## config.mk

```make
export PLATFORM = sky130hd
export DESIGN_NAME = mqtt_fixed_header_parser
export DESIGN_NICKNAME = d
export VERILOG_FILES = /design/src/hw/rtl/mfh_pkg.sv /design/src/hw/rtl/mqtt_fixed_header_parser.sv /design/src/hw/rtl/mfh_step.sv
export SDC_FILE = /design/constraint.sdc
export NUM_CORES = 1
export LEC_CHECK = 0
export BUFFER_PORTS_ARGS = -buffer_cell sky130_fd_sc_hd__buf_2
export CAP_MARGIN = 25
export CORE_UTILIZATION = 45
export DETAILED_ROUTE_END_ITERATION = 12
export GPL_TIMING_DRIVEN = 1
export PLACE_DENSITY = 0.7
export SETUP_SLACK_MARGIN = 0.4
export SLEW_MARGIN = 15
export SYNTH_ARGS = -nofsm -noshare
export SYNTH_HDL_FRONTEND = slang
export SYNTH_HIERARCHICAL = 1
export SYNTH_SLANG_ARGS = --single-unit
```

## constraint.sdc

```tcl
create_clock -name clk -period 5.1 [get_ports clk]
set_clock_uncertainty 0.15 [all_clocks]
set_input_delay 0 -clock clk [delete_from_list [all_inputs] [get_ports clk]]
set_output_delay 0 -clock clk [all_outputs]
set_load 0.005 [all_outputs]
```

## src/hw/rtl/mfh_pkg.sv

```systemverilog
`default_nettype none

package mfh_pkg;

    localparam int unsigned TYPE_W = 4;
    localparam int unsigned FLAGS_W = 4;
    localparam int unsigned LEN_W = 28;
    localparam int unsigned ERR_W = 2;
    localparam int unsigned GROUP_W = 7;
    localparam int unsigned SEEN_W = 2;
    localparam int unsigned OUT_TDATA_W = 40;

    localparam logic [TYPE_W-1:0] TYPE_RESERVED = 4'd0;
    localparam logic [TYPE_W-1:0] TYPE_PUBLISH = 4'd3;
    localparam logic [TYPE_W-1:0] TYPE_PUBREL = 4'd6;
    localparam logic [TYPE_W-1:0] TYPE_SUBSCRIBE = 4'd8;
    localparam logic [TYPE_W-1:0] TYPE_UNSUBSCRIBE = 4'd10;

    localparam logic [FLAGS_W-1:0] FLAGS_FIXED_ONE = 4'h2;
    localparam logic [FLAGS_W-1:0] FLAGS_NONE = 4'h0;

    localparam logic [SEEN_W-1:0] SEEN_LAST = 2'd3;

    typedef enum logic [ERR_W-1:0] {
        ERR_OK = 2'd0,
        ERR_RESERVED_TYPE = 2'd1,
        ERR_BAD_FLAGS = 2'd2,
        ERR_LENGTH_LONG = 2'd3
    } err_t;

    typedef enum logic {
        PHASE_FIRST = 1'b0,
        PHASE_LENGTH = 1'b1
    } phase_t;

    typedef struct packed {
        phase_t              phase;
        logic [TYPE_W-1:0]   held_type;
        logic [FLAGS_W-1:0]  held_flags;
        logic [LEN_W-1:0]    length_sum;
        logic [SEEN_W-1:0]   length_bytes_seen;
    } state_t;

    typedef struct packed {
        logic [TYPE_W-1:0]   packet_type;
        logic [FLAGS_W-1:0]  header_flags;
        logic [LEN_W-1:0]    decoded_length;
        err_t                error_code;
    } result_t;

    function automatic logic flags_ok(input logic [TYPE_W-1:0] typ,
                                      input logic [FLAGS_W-1:0] flg);
        logic ok;
        if (typ == TYPE_PUBLISH)
        begin
            ok = 1'b1;
        end
        else if (typ == TYPE_PUBREL || typ == TYPE_SUBSCRIBE || typ == TYPE_UNSUBSCRIBE)
        begin
            ok = (flg == FLAGS_FIXED_ONE);
        end
        else
        begin
            ok = (flg == FLAGS_NONE);
        end
        return ok;
    endfunction

endpackage

`default_nettype wire

```

## src/hw/rtl/mqtt_fixed_header_parser.sv

```systemverilog
// result path: the byte that completes a result is held in the input register, then its result is registered
// throughput: one header byte per cycle, set by the single decode stage between
// the input register and the result register; the input side stalls only while
// the result register holds an untaken result
// reset: rst_n is asynchronous, active low; clears both valid flags and the parse state
`default_nettype none

module mqtt_fixed_header_parser (
    input  wire logic        clk,
    input  wire logic        rst_n,
    input  wire logic        s_axis_tvalid,
    output logic             s_axis_tready,
    input  wire logic  [7:0] s_axis_tdata,   // data_byte[7:0]
    input  wire logic        s_axis_tuser,   // restart
    output logic             m_axis_tvalid,
    input  wire logic        m_axis_tready,
    // packet_type[3:0], header_flags[7:4], decoded_length[35:8],
    // error_code[37:36], zero[39:38]
    output logic [mfh_pkg::OUT_TDATA_W-1:0] m_axis_tdata
);
    import mfh_pkg::*;

    logic        in_vld_reg;
    logic [7:0]  in_byte_reg;
    logic        in_restart_reg;
    logic        advance;

    state_t      state_reg;
    state_t      state_next;
    logic        step_valid;
    result_t     step_result;

    logic        out_vld_reg;
    logic        out_vld_next;
    result_t     out_res_reg;

    assign advance = in_vld_reg && (!out_vld_reg || m_axis_tready);
    assign s_axis_tready = !in_vld_reg || advance;

    mfh_step u_step (
        .data_byte    (in_byte_reg),
        .restart      (in_restart_reg),
        .state        (state_reg),
        .state_next   (state_next),
        .result_valid (step_valid),
        .result       (step_result)
    );

    always_comb
    begin
        out_vld_next = out_vld_reg && !m_axis_tready;
        if (advance)
        begin
            out_vld_next = step_valid;
        end
    end

    always_ff @(posedge clk or negedge rst_n)
    begin
        if (!rst_n)
        begin
            in_vld_reg <= 1'b0;
            out_vld_reg <= 1'b0;
            state_reg <= '{phase: PHASE_FIRST, held_type: '0, held_flags: '0,
                           length_sum: '0, length_bytes_seen: '0};
        end
        else
        begin
            if (s_axis_tready)
            begin
                in_vld_reg <= s_axis_tvalid;
            end
            out_vld_reg <= out_vld_next;
            if (advance)
            begin
                state_reg <= state_next;
            end
        end
    end

    always_ff @(posedge clk)
    begin
        if (s_axis_tready && s_axis_tvalid)
        begin
            in_byte_reg <= s_axis_tdata;
            in_restart_reg <= s_axis_tuser;
        end
        if (advance && step_valid)
        begin
            out_res_reg <= step_result;
        end
    end

    assign m_axis_tvalid = out_vld_reg;
    assign m_axis_tdata = {2'b00, out_res_reg.error_code, out_res_reg.decoded_length,
                           out_res_reg.header_flags, out_res_reg.packet_type};

`ifndef SYNTHESIS
    // error results never carry a type or a length
    a_error_clean: assert property (@(posedge clk) disable iff (!rst_n)
        (out_vld_reg && out_res_reg.error_code != ERR_OK) |->
        (out_res_reg.packet_type == TYPE_RESERVED && out_res_reg.decoded_length == '0))
        else $error("error result with nonzero type or length");

    // waiting for a first byte means no length in progress
    a_first_idle: assert property (@(posedge clk) disable iff (!rst_n)
        (state_reg.phase == PHASE_FIRST) |->
        (state_reg.length_sum == '0 && state_reg.length_bytes_seen == '0))
        else $error("length state left over in first-byte phase");

    // a held byte that cannot advance stays held
    a_hold_byte: assert property (@(posedge clk) disable iff (!rst_n)
        (in_vld_reg && !advance) |=> (in_vld_reg && $stable(in_byte_reg)))
        else $error("stalled input byte lost");

    // the state moves only with a byte through the decode stage
    a_state_hold: assert property (@(posedge clk) disable iff (!rst_n)
        !advance |=> $stable(state_reg))
        else $error("parse state changed without a byte");
`endif

endmodule

`default_nettype wire

```

## src/hw/rtl/mfh_step.sv

```systemverilog
`default_nettype none

module mfh_step (
    input  wire logic            [7:0] data_byte,
    input  wire logic                  restart,
    input  wire mfh_pkg::state_t       state,
    output mfh_pkg::state_t            state_next,
    output logic                       result_valid,
    output mfh_pkg::result_t           result
);
    import mfh_pkg::*;

    logic                first_byte;
    logic [TYPE_W-1:0]   byte_type;
    logic [FLAGS_W-1:0]  byte_flags;
    logic                type_bad;
    logic                flags_bad;
    logic [GROUP_W-1:0]  group;
    logic [LEN_W-1:0]    group_shifted;
    logic [LEN_W-1:0]    merged_sum;

    assign first_byte = restart || (state.phase == PHASE_FIRST);
    assign byte_type = data_byte[7:4];
    assign byte_flags = data_byte[3:0];
    assign type_bad = (byte_type == TYPE_RESERVED);
    assign flags_bad = !flags_ok(byte_type, byte_flags);
    assign group = data_byte[GROUP_W-1:0];

    always_comb
    begin
        unique case (state.length_bytes_seen)
            2'd0: group_shifted = {{(LEN_W-GROUP_W){1'b0}}, group};
            2'd1: group_shifted = {{(LEN_W-2*GROUP_W){1'b0}}, group, {GROUP_W{1'b0}}};
            2'd2: group_shifted = {{(LEN_W-3*GROUP_W){1'b0}}, group, {(2*GROUP_W){1'b0}}};
            default: group_shifted = {group, {(3*GROUP_W){1'b0}}};
        endcase
    end

    assign merged_sum = state.length_sum | group_shifted;

    // next state
    always_comb
    begin
        state_next = state;
        if (first_byte)
        begin
            state_next.phase = PHASE_FIRST;
            state_next.length_sum = '0;
            state_next.length_bytes_seen = '0;
            if (!type_bad && !flags_bad)
            begin
                state_next.held_type = byte_type;
                state_next.held_flags = byte_flags;
                state_next.phase = PHASE_LENGTH;
            end
        end
        else if (!data_byte[7] || state.length_bytes_seen == SEEN_LAST)
        begin
            state_next.phase = PHASE_FIRST;
            state_next.length_sum = '0;
            state_next.length_bytes_seen = '0;
        end
        else
        begin
            state_next.length_sum = merged_sum;
            state_next.length_bytes_seen = state.length_bytes_seen + 2'd1;
        end
    end

    // result
    always_comb
    begin
        result_valid = 1'b0;
        result.packet_type = TYPE_RESERVED;
        result.header_flags = state.held_flags;
        result.decoded_length = '0;
        result.error_code = ERR_OK;
        if (first_byte)
        begin
            result_valid = type_bad || flags_bad;
            result.header_flags = byte_flags;
            result.error_code = type_bad ? ERR_RESERVED_TYPE : ERR_BAD_FLAGS;
        end
        else if (!data_byte[7])
        begin
            result_valid = 1'b1;
            result.packet_type = state.held_type;
            result.decoded_length = merged_sum;
        end
        else if (state.length_bytes_seen == SEEN_LAST)
        begin
            result_valid = 1'b1;
            result.error_code = ERR_LENGTH_LONG;
        end
    end

endmodule

`default_nettype wire
```

==> impl_metrics.py <==
metrics = {
    "timing": {
        "setup-tns-final_ns": 0,
        "slew_headroom_pct": 50.1,
        "fin_crit_ns": 2.81,
        "slew_viol_final": 0,
        "hold_violations": 0,
        "rsz0062_at_grt": "no",
        "finalSetupViolCount": 0,
        "fmax_mhz": 356,
        "tightest_slew_ns": 0.746,
        "finalCritPeriodShare_pct": 55.1,
    },
    "die": {
        "rows": 33,
        "die_area_um2": 8840,
        "initial_utilization_pct": 46.4,
        "ios": 55,
        "core_area_um2": 8220,
        "chipHeight_um": 94,
        "die_w_um": 94,
    },
    "routing": {
        "finalWirelength_mm": 7.22,
        "drtIter0Drc": 115,
        "wl_per_cell_um": 15.5,
        "first_pass_iters": 4,
        "drc": 0,
        "ant_nets": 0,
        "vias": 2378,
        "vias_per_cell": 5.11,
    },
    "final_layout": {
        "multiInputGateArea_um2": 1280,
        "fillers": 671,
        "antenna_cells": 0,
        "largest_reg_flops": 39,
        "seq_area_um2": 2440,
        "finalInstanceArea_um2": 4560,
        "fin_nets": 373,
        "syn2layout_area_growth_pct": 19.6,
        "drive_above_1_share_pct": 35.3,
    },
    "synthesis": {
        "synth_fa_ha_area_share_pct": 1.64,
        "synthCells": 289,
        "synth_top_family_by_area": "multiplexers",
        "async_flop_share_pct": 46.6,
        "syn_area_um2": 3810,
        "synth-compound-area-share_pct": 5.09,
        "syn_area_per_cell_um2": 13.2,
        "synthMuxAreaShare_pct": 15.5,
        "synth-simple-area-share_pct": 11.0,
        "synth_edf_count": 47,
        "synth_ff_type": "edfxtp_1",
        "ys_ff_latch": 88,
        "ys_seq_area_share_pct": 64.0,
        "synth-xor-area-share_pct": 0,
        "synth_cell_types": 32,
        "yosys_warnings": 6,
    },
    "worst_setup_path": {
        "crit_required_ns": 5.05,
        "r2r-start": "in_byte_reg[3]",
        "worstSetupStartpointType": "flip-flop",
        "reg2regPathDepth": 7,
        "rrSetupSlack_ns": 2.29,
        "critPathArrivalTime_ns": 2.76,
        "path_class": "reg2reg",
        "timing.rr.end": "m_axis_tdata[15]",
        "end_kind": "flip-flop",
        "critPathMaxFanout": 24,
    },
    "global_routing": {
        "grt_overflow": 0,
        "first_global_vias": 2303,
        "grt_max_degree": 42,
        "grt_pass1_wl_mm": 11.5,
        "antenna_found_initial": 0,
        "grt_use_total_pct": 17.8,
    },
    "min_path": {
        "hp-class": "in2reg",
        "hp-start": "s_axis_tuser",
        "holdPathEnd": "in_restart_reg",
        "holdPathStages": 2,
    },
    "clock_tree": {
        "cts.sinks": 88,
        "root_buffer": "clkbuf_8",
        "cts_setup_buffers": 0,
        "clkLatencyLatePin_ns": 0.35,
        "clk_pin_slew_worst_paths_ns": 0.08,
        "clock_path_buffers": 2,
        "htreeDepth": 3,
        "tritoncts": "yes",
        "cts_resized": 0,
        "cts_buffers": 9,
    },
    "power": {
        "ir_drop_mv": 0.243,
        "p_leak_nw": 1.94,
        "p_per_area_nw_per_um2": 350,
    },
    "outcome": {
        "status": "finished clean",
    },
    "placed_design": {
        "place.gp.congestion": 0.763,
        "postPlaceCellArea_um2": 4130,
        "dpl.hpwl_mm": 4.43,
        "io_buffers": 52,
    },
    "run": {
        "cap_violations": 0,
    },
}
==> placed cells by master (no fill, tap or decap), types with 2 or more instances in the layout <==
cell / count
and3_1: 2
conb_1: 2
and2_1: 2
dfrtp_1: 41
buf_2: 52
buf_12: 2
or2_2: 2
a21oi_1: 29
o2bb2ai_1: 2
inv_1: 5
nor2b_1: 3
nor2_1: 62
or4_1: 2
o21ai_0: 2
edfxtp_1: 47
mux2_4: 10
nand3_1: 2
ha_1: 5
nand2b_1: 2
dlygate4sd3_1: 14
mux2_2: 39
nand2_1: 6
clkbuf_8: 11
==> cells by family (layout without fill, tap and decap cells) <==
group,count (synthesis),count (layout)
AND/OR/NAND/NOR,91,91
flip-flops,88,88
multiplexers,49,49
AO/OA/AOI/OAI,34,34
buffers and inverters,21,91
adder cells (fa/ha/maj),5,5
other,1,2
==> layer usage <==
metal	vias to the layer above	track usage (%)	routed length [um]
li1	1137	-	-
met1	1173	24.9	3250
met2	63	27.2	3580
met3	5	3.40	327
met4	0	7.56	64
met5	-	0	0
==> synthesized netlist by cell type (2+ instances only) <==
library cell | n | area share (%)
mux2_2 | 39 | 12
o2bb2ai_1 | 2 | 0.46
buf_4 | 2 | 0.39
ha_1 | 5 | 1.6
and2_1 | 2 | 0.33
edfxtp_1 | 47 | 37
o21ai_0 | 2 | 0.26
dfrtp_1 | 41 | 27
nand2b_1 | 2 | 0.33
nand3_1 | 2 | 0.26
buf_2 | 2 | 0.26
clkbuf_1 | 9 | 0.89
and3_1 | 2 | 0.33
inv_1 | 5 | 0.49
nor2b_1 | 3 | 0.49
buf_6 | 2 | 0.59
or4_1 | 2 | 0.39
nand2_1 | 6 | 0.59
a21oi_1 | 29 | 3.8
mux2_4 | 10 | 3.9
or2_2 | 2 | 0.33
nor2_1 | 63 | 6.2
==> timing repair <==
item / 4_1_cts / 5_1_grt
hold buffers: 13 / 1
endpoints found under the hold margin: 52 / 7
endpoints found under the setup margin: 0 / 0
==> where the power goes <==
group | switching [mW] | leakage [nW] | internal [mW]
combinational | 0.113 | 0.819 | 0.119
clock | 0.235 | 0.103 | 0.252
sequential | 0.0428 | 1.01 | 0.832
total | 0.391 | 1.94 | 1.20
==> worst max path at each step <==
stage                              start                to  slack, ns  depth (start not counted)
final                     in_byte_reg[3]  m_axis_tdata[15]       2.29                          7
after global routing      in_byte_reg[6]  m_axis_tdata[25]       2.16                          7
after CTS                 in_byte_reg[6]  m_axis_tdata[20]       2.01                          6
after detailed placement  in_byte_reg[6]  m_axis_tdata[11]       2.05                          6
after global placement    in_byte_reg[5]  m_axis_tdata[18]       2.19                          6
after floorplan           in_byte_reg[4]   m_axis_tdata[0]       1.48                          7
==> critical path: stages, from the launching register on <==
cell and delay (ns):
edfxtp_1 0.58, or4_1 0.57, or3_4 0.36, a31oi_4 0.37
nor2_1 0.07, nand2_1 0.14, nor2_4 0.12, buf_16 0.19
==> cell type report <==
class	count	area share [%]
timing repair buffer	70	10.6
tap	105	2.88
sequential	88	53.5
clock buffer	11	3.32
clock inverter	5	1.21
multi-input combinational	181	28.1
inverter	5	0.412
==> through the flow <==
step	instances	power [mW]	utilization [%]	setup WS (ns)	hold WS, ns
2_1_floorplan	290	1.03	-	1.48	-0.446
3_3_place_gp	431	1.10	50.2	2.19	0.0273
3_5_place_dp	431	1.10	50.2	2.05	0.0281
4_1_cts	460	1.60	54.3	2.01	0.195
5_1_grt	465	1.67	55.4	2.16	0.202
6_report	465	1.59	55.4	2.29	0.204
(Power assumes the default switching activity.)
